--- config.mk ---
export PLATFORM = sky130hd
export DESIGN_NAME = modbus_rtu_frame_receiver_top
export DESIGN_NICKNAME = d
export VERILOG_FILES = /design/src/hw/rtl/mbrx_pkg.sv /design/src/hw/rtl/mbrx_cfg_regs.sv /design/src/hw/rtl/mbrx_parser.sv /design/src/hw/rtl/modbus_rtu_frame_receiver_top.sv
export SDC_FILE = /design/constraint.sdc
export NUM_CORES = 1
export LEC_CHECK = 0
export BUFFER_PORTS_ARGS = -buffer_cell sky130_fd_sc_hd__buf_2
export CAP_MARGIN = 5
export CELL_PAD_IN_SITES_DETAIL_PLACEMENT = 0
export CELL_PAD_IN_SITES_GLOBAL_PLACEMENT = 1
export CORE_MARGIN = 5
export CORE_UTILIZATION = 42
export CTS_BUF_LIST = sky130_fd_sc_hd__clkbuf_16
export CTS_CLUSTER_DIAMETER = 80
export DETAILED_ROUTE_END_ITERATION = 16
export PLACE_DENSITY_LB_ADDON = 0.05
export SLEW_MARGIN = 20
export SYNTH_ARGS = -nofsm -noshare
export SYNTH_HDL_FRONTEND = slang
export SYNTH_SLANG_ARGS = --single-unit
--- constraint.sdc ---
create_clock -name clk -period 4.1 [get_ports clk]
set_input_delay 0.205 -clock clk [delete_from_list [all_inputs] [get_ports clk]]
set_output_delay 0.205 -clock clk [all_outputs]
set_load 0.05 [all_outputs]
--- src/hw/rtl/mbrx_pkg.sv ---
// Shared types, constants and the CRC-16 byte step for the Modbus RTU frame receiver.
package mbrx_pkg;

  // Frame status codes reported with every result byte.
  typedef enum logic [2:0] {
    ST_BUSY          = 3'd0,
    ST_OK            = 3'd1,
    ST_CRC_BAD       = 3'd2,
    ST_UNIT_MISMATCH = 3'd3,
    ST_UNEXPECTED    = 3'd4,
    ST_UNKNOWN_FUNC  = 3'd5
  } mbrx_status_t;

  // Configuration register indexes.
  typedef enum logic [1:0] {
    CFG_ROLE          = 2'd0,
    CFG_OWN_UNIT      = 2'd1,
    CFG_EXPECTED_FUNC = 2'd2
  } mbrx_cfg_idx_t;

  localparam int unsigned CFG_IDX_W = 2;
  localparam int unsigned POS_W     = 9;

  localparam logic ROLE_MASTER = 1'b1;

  // Function codes with a length rule.
  localparam logic [7:0] FC_READ_COILS       = 8'd1;
  localparam logic [7:0] FC_READ_INPUT_REGS  = 8'd4;
  localparam logic [7:0] FC_WRITE_SINGLE_COIL = 8'd5;
  localparam logic [7:0] FC_WRITE_SINGLE_REG = 8'd6;
  localparam logic [7:0] FC_WRITE_MULTI_COILS = 8'd15;
  localparam logic [7:0] FC_WRITE_MULTI_REGS = 8'd16;
  localparam logic [7:0] FC_EXCEPTION_BIT    = 8'h80;

  // Frame lengths and the byte positions that carry length information.
  localparam logic [POS_W-1:0] LEN_UNKNOWN        = 9'd0;
  localparam logic [POS_W-1:0] LEN_EXCEPTION      = 9'd5;
  localparam logic [POS_W-1:0] LEN_FIXED          = 9'd8;
  localparam logic [POS_W-1:0] LEN_READ_RSP_BASE  = 9'd5;
  localparam logic [POS_W-1:0] LEN_WRITE_REQ_BASE = 9'd9;
  localparam logic [POS_W-1:0] POS_ADDR           = 9'd0;
  localparam logic [POS_W-1:0] POS_FUNC           = 9'd1;
  localparam logic [POS_W-1:0] POS_RSP_COUNT      = 9'd2;
  localparam logic [POS_W-1:0] POS_REQ_COUNT      = 9'd6;

  localparam logic [15:0] CRC_INIT = 16'hFFFF;
  localparam logic [15:0] CRC_POLY = 16'hA001;

  typedef struct packed {
    logic       role;
    logic [7:0] own_unit;
    logic [7:0] expected_function;
  } mbrx_cfg_t;

  typedef struct packed {
    logic [7:0]       data_byte;
    logic [POS_W-1:0] byte_position;
    logic             is_pdu;
    logic             frame_end;
    mbrx_status_t     status;
  } mbrx_result_t;

  // Reflected CRC-16 update over one byte, all eight bit steps unrolled.
  function automatic logic [15:0] crc16_byte(input logic [15:0] crc, input logic [7:0] b);
    logic [15:0] c;
    c = crc ^ {8'h00, b};
    for (int k = 0; k < 8; k++) begin
      c = c[0] ? ((c >> 1) ^ CRC_POLY) : (c >> 1);
    end
    return c;
  endfunction

endpackage

--- src/hw/rtl/mbrx_cfg_regs.sv ---
// Configuration registers of the Modbus RTU frame receiver.
module mbrx_cfg_regs
  import mbrx_pkg::*;
(
  input  logic                 clk,
  input  logic                 rst_n,
  input  logic                 wr_en,
  input  logic [CFG_IDX_W-1:0] wr_index,
  input  logic [7:0]           wr_data,
  output mbrx_cfg_t            cfg
);

  mbrx_cfg_t cfg_r;

  always_ff @(posedge clk) begin
    if (!rst_n) begin
      cfg_r.role              <= 1'b0;
      cfg_r.own_unit          <= 8'd1;
      cfg_r.expected_function <= 8'd3;
    end else if (wr_en) begin
      case (wr_index)
        CFG_ROLE:          cfg_r.role              <= wr_data[0];
        CFG_OWN_UNIT:      cfg_r.own_unit          <= wr_data;
        CFG_EXPECTED_FUNC: cfg_r.expected_function <= wr_data;
        default: ;
      endcase
    end
  end

  assign cfg = cfg_r;

endmodule

--- src/hw/rtl/mbrx_parser.sv ---
// Frame state and per-byte parsing: length rules, running CRC and end-of-frame checks.
module mbrx_parser
  import mbrx_pkg::*;
(
  input  logic         clk,
  input  logic         rst_n,
  input  logic         step,
  input  logic         cmd,
  input  logic [7:0]   rx_byte,
  input  mbrx_cfg_t    cfg,
  output mbrx_result_t result
);

  logic [POS_W-1:0] pos_r,  pos_nxt;
  logic [15:0]      crc_r,  crc_nxt;
  logic [7:0]       func_r, func_nxt;
  logic [POS_W-1:0] len_r,  len_nxt;
  logic [7:0]       unit_r, unit_nxt;

  logic [15:0]      crc_upd;
  logic [7:0]       func_upd;
  logic [7:0]       unit_upd;
  logic [POS_W-1:0] len_upd;
  logic             unknown_fn;
  logic             last_byte;
  logic             pdu;
  logic             restart;
  mbrx_status_t     status;

  always_comb begin
    crc_upd    = crc16_byte(crc_r, rx_byte);
    func_upd   = func_r;
    unit_upd   = unit_r;
    len_upd    = len_r;
    unknown_fn = 1'b0;

    if (pos_r == POS_ADDR) begin
      unit_upd = rx_byte;
    end else if (pos_r == POS_FUNC) begin
      func_upd = rx_byte;
      if (cfg.role == ROLE_MASTER) begin
        if ((rx_byte & FC_EXCEPTION_BIT) != 8'd0) begin
          len_upd = LEN_EXCEPTION;
        end else if (rx_byte inside {[FC_READ_COILS:FC_READ_INPUT_REGS]}) begin
          len_upd = LEN_UNKNOWN;
        end else if (rx_byte inside {FC_WRITE_SINGLE_COIL, FC_WRITE_SINGLE_REG,
                                     FC_WRITE_MULTI_COILS, FC_WRITE_MULTI_REGS}) begin
          len_upd = LEN_FIXED;
        end else begin
          unknown_fn = 1'b1;
        end
      end else begin
        if (rx_byte inside {[FC_READ_COILS:FC_WRITE_SINGLE_REG]}) begin
          len_upd = LEN_FIXED;
        end else if (rx_byte inside {FC_WRITE_MULTI_COILS, FC_WRITE_MULTI_REGS}) begin
          len_upd = LEN_UNKNOWN;
        end else begin
          unknown_fn = 1'b1;
        end
      end
    end else if (len_r == LEN_UNKNOWN) begin
      // The byte count field fixes the length of variable frames.
      if (cfg.role == ROLE_MASTER && pos_r == POS_RSP_COUNT) begin
        len_upd = LEN_READ_RSP_BASE + {1'b0, rx_byte};
      end else if (cfg.role != ROLE_MASTER && pos_r == POS_REQ_COUNT) begin
        len_upd = LEN_WRITE_REQ_BASE + {1'b0, rx_byte};
      end
    end

    pdu = (pos_r != POS_ADDR) &&
          ((len_upd == LEN_UNKNOWN) || (({1'b0, pos_r} + 10'd2) < {1'b0, len_upd}));
    last_byte = !unknown_fn && (len_upd != LEN_UNKNOWN) &&
                (({1'b0, pos_r} + 10'd1) >= {1'b0, len_upd});

    if (unknown_fn) begin
      status = ST_UNKNOWN_FUNC;
    end else if (last_byte) begin
      if (crc_upd != 16'd0) begin
        status = ST_CRC_BAD;
      end else if (unit_upd != cfg.own_unit) begin
        status = ST_UNIT_MISMATCH;
      end else if (cfg.role == ROLE_MASTER && func_upd != cfg.expected_function &&
                   func_upd != (cfg.expected_function | FC_EXCEPTION_BIT)) begin
        status = ST_UNEXPECTED;
      end else begin
        status = ST_OK;
      end
    end else begin
      status = ST_BUSY;
    end

    if (cmd) begin
      result = '{data_byte: 8'd0, byte_position: '0, is_pdu: 1'b0,
                 frame_end: 1'b0, status: ST_BUSY};
    end else begin
      result = '{data_byte: rx_byte, byte_position: pos_r, is_pdu: pdu,
                 frame_end: unknown_fn | last_byte, status: status};
    end

    restart = cmd || unknown_fn || last_byte;
    if (restart) begin
      pos_nxt  = '0;
      crc_nxt  = CRC_INIT;
      func_nxt = 8'd0;
      len_nxt  = LEN_UNKNOWN;
      unit_nxt = 8'd0;
    end else begin
      pos_nxt  = pos_r + 9'd1;
      crc_nxt  = crc_upd;
      func_nxt = func_upd;
      len_nxt  = len_upd;
      unit_nxt = unit_upd;
    end
  end

  always_ff @(posedge clk) begin
    if (!rst_n) begin
      pos_r  <= '0;
      crc_r  <= CRC_INIT;
      func_r <= 8'd0;
      len_r  <= LEN_UNKNOWN;
      unit_r <= 8'd0;
    end else if (step) begin
      pos_r  <= pos_nxt;
      crc_r  <= crc_nxt;
      func_r <= func_nxt;
      len_r  <= len_nxt;
      unit_r <= unit_nxt;
    end
  end

endmodule

--- src/hw/rtl/modbus_rtu_frame_receiver_top.sv ---
// Top level of the Modbus RTU frame receiver: input register, parser and result register.
//
// Received bytes enter one per transaction and are cut into Modbus RTU frames; each
// byte comes back as one result carrying the byte, its position in the frame, a PDU
// flag, an end-of-frame flag and a status (CRC, unit address and, in the master role,
// function match are checked on the last byte). The block takes one byte per clock
// cycle while results are taken. A byte is held in the input register while the
// parser's CRC byte step and length logic work on it, and its result is loaded into
// the result register and offered there until it is taken. While a
// result waits to be taken, the input register can still take one more byte; after
// that the input stalls until the result leaves. Configuration writes are taken in
// every cycle and should only be issued while no byte is in flight.
module modbus_rtu_frame_receiver_top
  import mbrx_pkg::*;
(
  input  logic                 clk,
  input  logic                 rst_n,
  input  logic                 in_valid,
  output logic                 in_ready,
  input  logic                 in_cmd,
  input  logic [7:0]           in_rx_byte,
  output logic                 out_valid,
  input  logic                 out_ready,
  output logic [7:0]           out_data_byte,
  output logic [POS_W-1:0]     out_byte_position,
  output logic                 out_is_pdu,
  output logic                 out_frame_end,
  output logic [2:0]           out_status,
  input  logic                 cfg_valid,
  output logic                 cfg_ready,
  input  logic [CFG_IDX_W-1:0] cfg_index,
  input  logic [7:0]           cfg_data
);

  mbrx_cfg_t    cfg;
  mbrx_result_t result;
  mbrx_result_t out_r;

  logic       in_vld_r;
  logic       in_cmd_r;
  logic [7:0] in_byte_r;
  logic       out_vld_r;
  logic       advance;
  logic       fire;

  assign cfg_ready = 1'b1;

  mbrx_cfg_regs u_cfg (
    .clk      (clk),
    .rst_n    (rst_n),
    .wr_en    (cfg_valid & cfg_ready),
    .wr_index (cfg_index),
    .wr_data  (cfg_data),
    .cfg      (cfg)
  );

  // The result register frees up when it is empty or its transaction completes.
  assign advance  = !out_vld_r || out_ready;
  assign fire     = in_vld_r && advance;
  assign in_ready = !in_vld_r || advance;

  always_ff @(posedge clk) begin
    if (!rst_n) begin
      in_vld_r <= 1'b0;
    end else if (in_ready) begin
      in_vld_r <= in_valid;
    end
  end

  always_ff @(posedge clk) begin
    if (in_valid && in_ready) begin
      in_cmd_r  <= in_cmd;
      in_byte_r <= in_rx_byte;
    end
  end

  mbrx_parser u_parser (
    .clk     (clk),
    .rst_n   (rst_n),
    .step    (fire),
    .cmd     (in_cmd_r),
    .rx_byte (in_byte_r),
    .cfg     (cfg),
    .result  (result)
  );

  always_ff @(posedge clk) begin
    if (!rst_n) begin
      out_vld_r <= 1'b0;
    end else if (advance) begin
      out_vld_r <= in_vld_r;
    end
  end

  always_ff @(posedge clk) begin
    if (fire) begin
      out_r <= result;
    end
  end

  assign out_valid         = out_vld_r;
  assign out_data_byte     = out_r.data_byte;
  assign out_byte_position = out_r.byte_position;
  assign out_is_pdu        = out_r.is_pdu;
  assign out_frame_end     = out_r.frame_end;
  assign out_status        = out_r.status;

endmodule

==> impl_results.md, run 1 <==
- PnR worst setup slack: 162 ps
- Post-synthesis sequential area ratio: 0.398
- Chip height: 128 um
- Area delta synth->final: 24.1%
- Crit start category: flip-flop
- Adder-cell share of the synthesized area: 0.0625
- Synth Area in Compound Gates: 0.173
- Worst-Skew Late Latency: 360 ps
- First-pass GRT wire length: 27100 um
- Rows: 43
- Top-area cell type share of the netlist area: 0.238
- Syn_area_per_cell: 9.63 um^2
- Crit end category: flip-flop
- Mapped cell area: 0.00581 mm^2
- XOR/XNOR Fraction of Synth Area: 0.0830
- Final Hold Vio Count: 0
- Buffers on Ports: 47
- Detailed-route DRC error count: 0
- Boundary Pins: 49
- Fmax: 254 MHz
- Pleak: 3.03 nW
- CP arrival: 4230 ps
- CP max-delay cell: edfxtp_1
- Final Setup Violations: 0
- Initial antenna violation count: 0
- Area leader, netlist: dfxtp_1
- Largest buffer count on any clock path: 2
- Clk root buf: clkbuf_16
- Slew Limit Fails: 0
- FFs w/ async S/R, synth: 0
- Post-synthesis mux area share: 0.0554
- PwrDens: 325 mW/mm^2
- CTS tree: yes
- Yosys warns: 0
- CP Class: flip-flop to flip-flop
- Max_cap viols: 0
- Clock sinks: 100
- Post-DP HPWL: 12600 um
- Hold slack: 18.2 ps
- CP max FO: 17
- Drt initial violations: 363
- Total GRT Usage: 0.216
- Worst slack at placement: -161 ps
- Top cells by area, synth: dfxtp_1, edfxtp_1, xnor2_1
- Die area: 0.0163 mm^2
- Library cells used by synthesis: 72
- Htree depth: 3
- Crit-path most repeated cell: buf_12
- CP Cell Sequence: buf_4 -> nor2b_1 -> a311oi_2 -> a21oi_1 -> nand2_2 -> a221oi_4 -> ha_1 -> a21boi_1 -> o21a_1 -> o21ai_2 -> a21oi_2 -> o2111ai_2 -> and3_4 -> inv_2 -> a211oi_4 -> buf_6 -> buf_12 -> buf_12 -> a32o_1
- Worst clock skew: 6.49 ps
- Final core occ: 0.525
- GRT overflow: 0
- Relative slew slack: 0.509
- Worst endpoint required time: 4400 ps
- Starting density of the core: 0.423
- N_diodes: 0
- Tcrit/Tclk final: 0.961
- Register area: 0.00231 mm^2
- Fill cells: 1283
- Final Net Count: 746
- Fin Setup TNS: 0 ps
- Synth Area in Simple Gates: 0.179
- WL per Instance: 19.9 um
- Hold crit path type: input port to flip-flop
- #FFs+latches synth: 100
- Most common cell in the netlist: dfxtp_1
- Worst Tran Pin Value: 736 ps
- VDD IR max: 172 uV
- Total iterations of the first detailed-routing run: 5
- Outcome: finished clean
- Cells after Synth: 603
- Placeable core region: 0.0137 mm^2
- Multi-input logic area: 0.00339 mm^2
- Die X: 128 um
- Vias in the first global route: 4798
- Via count: 4964
- Fraction of layout cells with a size suffix above 1: 0.261
- Detail Route Antenna Nets: 0
- EDFF count, synth: 31
- Drt via density: 5.65
- GPL Wtd Cong: 0.926
- Top FF cell, synth: dfxtp_1
- Tmin final: 3940 ps
- Worst path max stage delay: 480 ps
- Largest net degree at the start of global routing: 26
- Detailed Route WL: 17500 um
- Post-synth top cells: dfxtp_1, nor2_1, xnor2_1, edfxtp_1, mux2i_1
- CTS clk-pin slew, worst paths: 80 ps
- Post-Syn Nets: 656
- Main combinational cell family by area after synthesis: simple AND/OR/NAND/NOR gates
- CTS Buf Count: 9
cells by family (layout without fill, tap and decap cells):
family          after synthesis  in the layout
compound gates              129            129
buf+inv                      63            158
fa+ha+maj                    29             29
mux                          32             32
flops                       100            100
other cells                   1              1
simple gates                194            194
xor+xnor                     55             55
metal layers:
layer	GRT usage	part of all wire
met5	0	0
met4	0.0780	0.021
met3	0.0330	0.053
met2	0.345	0.46
met1	0.298	0.46
path summary, 6_finish.rpt:
check / from / end / slack [ps] / cells past startpoint
max: in_byte_r[2]$_DFFE_PP_ / u_parser.func_r[2]$_SDFFE_PN0P_ / 160 / 19
min: in_cmd / in_cmd_r$_DFFE_PP_ / 20 / 1
max reg2reg: in_byte_r[2]$_DFFE_PP_ / u_parser.func_r[2]$_SDFFE_PN0P_ / 160 / 19
min reg2reg: u_parser.func_r[1]$_SDFFE_PN0P_ / u_parser.func_r[1]$_SDFFE_PN0P_ / 470 / 1
layout make-up:
cell class	instances	area share
well taps	180	0.0313
flip-flops and latches	100	0.321
inverters	21	0.0109
clock inverters	6	0.00660
multi-input cells	440	0.470
repair buffers	121	0.126
clock buffers	10	0.0347
critical path: cells and delay by family, from the launching register on:
family,cells,cell delay (ps)
adder cells (fa/ha/maj),1,270
AND/OR/NAND/NOR,3,590
AO/OA/AOI/OAI,10,1820
flip-flops,1,480
buffers and inverters,5,720
sequential cells by signal (all words and copies together) (netlist names):
name	count
in_byte_r	8
in_cmd_r	1
in_vld_r	1
out_byte_position	9
out_data_byte	8
out_frame_end	1
out_is_pdu	1
out_status	3
out_valid	1
u_cfg.cfg	17
u_parser.crc_r	16
u_parser.func_r	8
u_parser.len_r	9
u_parser.pos_r	9
u_parser.unit_r	8
through the flow:
step / power (mW) / cells / cell area, um^2
4_1_cts: 2.34 / 868 / 6970
5_1_grt: 2.44 / 878 / 7200
2_1_floorplan: 1.34 / 603 / 5810
3_5_place_dp: 1.45 / 844 / 6510
6_report: 2.34 / 878 / 7200
3_3_place_gp: 1.45 / 844 / 6510
cells in the final DEF (no fill, tap or decap), drive strengths merged, types with 4 or more instances in the layout:
| cell | count |
|---|---|
| a2111oi | 4 |
| a21boi | 4 |
| a21o | 7 |
| a21oi | 29 |
| a22o | 13 |
| a22oi | 5 |
| a32o | 16 |
| and3 | 6 |
| buf | 120 |
| clkbuf | 11 |
| dfxtp | 69 |
| edfxtp | 31 |
| ha | 29 |
| inv | 25 |
| mux2i | 31 |
| nand2 | 30 |
| nand2b | 7 |
| nand3 | 14 |
| nand3b | 6 |
| nand4 | 7 |
| nor2 | 56 |
| nor2b | 19 |
| nor3 | 8 |
| nor4 | 8 |
| nor4b | 4 |
| o21a | 5 |
| o21ai | 12 |
| or2 | 4 |
| or3 | 9 |
| xnor2 | 42 |
| xor2 | 13 |
where the power goes:
part           internal [mW]  switching (mW)  total [mW]
sequential              1.05          0.0187        1.07
clock                  0.458           0.418       0.876
combinational          0.154           0.239       0.393
repair_timing:
item / CTS / global route
resized for setup: 21 / 29
buffers inserted: 6 / 9
gates cloned: 2 / 1
endpoints found under the setup margin: 50 / 55
pin swaps: 6 / 8
hold buffers: 0 / 0
Note: power is estimated with default switching activity, not from simulation.
==> inputs of run 2 (changes only) <==
- PLACE_DENSITY_LB_ADDON: 0.05 -> 0.1
- SLEW_MARGIN: 20 -> unset
==> run 2 against run 1 <==
Net effect: global-route usage decreased by 2.1 points; critical path depth is 1 lower; clock skew is 3.3 ps higher; highest routed layer unchanged; critical endpoint is now u_parser.func_r[7]$_SDFFE_PN0P_; worst hold slack better by 16 ps; non-clock buffer count decreased by 20; critical path type unchanged; setup slack got worse by 11 ps; clock-buffer cell count fell by 1; total power down 1.8%; clock power shrank 1%; sequential power is essentially flat.
==> impl_results.md, run 2 (same netlist as run 1, synthesis figures left out) <==
- Outcome: finished clean
- Clock sinks: 100
- Max_cap viols: 0
- Placeable core region: 0.0137 mm^2
- Total GRT Usage: 0.195
- Die area: 0.0163 mm^2
- Hold slack: 33.9 ps
- Area delta synth->final: 19.4%
- Comb pwr share: 0.154
- Fmax: 253 MHz
- Drt via density: 5.50
- Worst clock skew: 9.82 ps
- Tmin final: 3950 ps
- Fill cells: 1302
- GPL Wtd Cong: 0.893
- Worst endpoint required time: 4340 ps
- GRT overflow: 0
- Crit-path most repeated cell: buf_4
- Post-Place Cells: 834
- Slew Limit Fails: 0
- N_diodes: 0
- Crit start category: flip-flop
- Via count: 4721
- Tcrit/Tclk final: 0.963
- Fin Setup TNS: 0 ps
- Detailed-route DRC error count: 0
- Total iterations of the first detailed-routing run: 5
- Starting density of the core: 0.423
- Pleak: 2.89 nW
- Hold crit path type: input port to flip-flop
- Relative slew slack: 0.373
- Htree depth: 3
- Drt initial violations: 461
- Max reg flops: 17
- Final Net Count: 726
- Worst-Skew Late Latency: 350 ps
- Die X: 128 um
- Boundary Pins: 49
- CTS Buf Count: 9
- Worst Tran Pin Value: 941 ps
- Chip height: 128 um
- CTS clk-pin slew, worst paths: 60 ps
- Final Hold Vio Count: 0
- Share of total power in sequential cells: 0.468
- First-pass GRT wire length: 25200 um
- Post-DP HPWL: 11600 um
- Vias in the first global route: 4566
- Initial antenna violation count: 0
- Largest net degree at the start of global routing: 33
- Psw: 0.629 mW
- Commonest non-fill, non-tap cells in the layout: dfxtp_1, nor2_1, buf_2, buf_4, xnor2_1
- Buffers on Ports: 47
- Rows: 43
- PwrDens: 331 mW/mm^2
- CP Cell Sequence: buf_4 -> nor4_1 -> buf_4 -> and4_1 -> a311o_1 -> nand2_1 -> nor2_2 -> ha_1 -> a21boi_0 -> o21a_1 -> o21ai_2 -> a21oi_2 -> o2111ai_2 -> and3_4 -> buf_4 -> a31oi_1 -> o21ai_2 -> a32o_1
- Worst path max stage delay: 490 ps
- Crit end category: flip-flop
- VDD IR max: 228 uV
- Commonest non-fill, non-tap cell in the layout: dfxtp_1
- Switching part of the total power: 0.274
- Cts hold-fix bufs: 0
- WL per Instance: 18.5 um
- Clk pwr share: 0.377
- Detailed Route WL: 15900 um
- CP Class: flip-flop to flip-flop
- CTS tree: yes
- Fraction of layout cells with a size suffix above 1: 0.220
- CP arrival: 4180 ps
- Clk root buf: clkbuf_16
- Largest buffer count on any clock path: 2
- CP max FO: 10
- CP max-delay cell: nor4_1
- Detail Route Antenna Nets: 0
- P_int: 1.67 mW
- Fin cells: 858
- Final Setup Violations: 0
==> run 2: worst max-delay path, delay by kind of cell (launching register included) <==
kind	cells	cell delay (ps)
flops	1	310
fa+ha+maj	1	250
compound gates	9	1480
buf+inv	3	530
simple gates	5	1260
==> run 2: per-layer routing <==
layer,track usage,up-vias,wire length (um)
li1,-,2334,-
met1,0.282,2246,7710
met2,0.307,124,7190
met3,0.0293,17,749
met4,0.0499,0,217
met5,0,-,0
==> run 2: what timing repair did <==
action | in CTS | in global routing
gates resized for setup | 7 | 23
pin swaps | 0 | 5
setup buffers | 0 | 5
setup endpoints to repair | 46 | 55
gates cloned | 0 | 3
==> run 2: worst paths after layout <==
| path | end | cells past startpoint | from | slack, ps |
|---|---|---|---|---|
| setup reg to reg | u_parser.func_r[7]$_SDFFE_PN0P_ | 18 | u_parser.pos_r[3]$_SDFFE_PN0P_ | 150 |
| hold / removal | in_byte_r[1]$_DFFE_PP_ | 1 | in_rx_byte[1] | 30 |
| setup / recovery | u_parser.func_r[7]$_SDFFE_PN0P_ | 18 | u_parser.pos_r[3]$_SDFFE_PN0P_ | 150 |
| hold reg to reg | u_parser.func_r[2]$_SDFFE_PN0P_ | 1 | u_parser.func_r[2]$_SDFFE_PN0P_ | 470 |
==> run 2: final cells by class <==
| cell class | instances | area, um^2 | area share |
|---|---|---|---|
| Clock inverter | 7 | 72.6 | 0.0105 |
| Tap cell | 180 | 225 | 0.0325 |
| Inverter | 21 | 78.8 | 0.0114 |
| Timing Repair Buffer | 101 | 712 | 0.103 |
| Clock buffer | 9 | 225 | 0.0325 |
| Multi-Input combinational cell | 440 | 3310 | 0.477 |
| Sequential cell | 100 | 2310 | 0.334 |
==> run 2: power groups by stage <==
stage	Combinational (mW)	Sequential (mW)	Clock, mW
floorplan	0.213	1.13	0
detailed placement	0.338	1.10	0
CTS	0.342	1.08	0.885
global placement	0.337	1.10	0
finish	0.354	1.08	0.867
global route	0.384	1.08	0.936
==> run 2: metrics by stage <==
stage | utilization | area (um^2) | setup WS [ps] | power (mW)
after floorplan | - | 5810 | -7.48 | 1.34
after global placement | 0.469 | 6440 | -105 | 1.43
after detailed placement | 0.469 | 6440 | -85.3 | 1.44
after CTS | 0.493 | 6760 | 7.24 | 2.30
after global routing | 0.505 | 6930 | -22.3 | 2.40
final | 0.505 | 6930 | 150 | 2.30
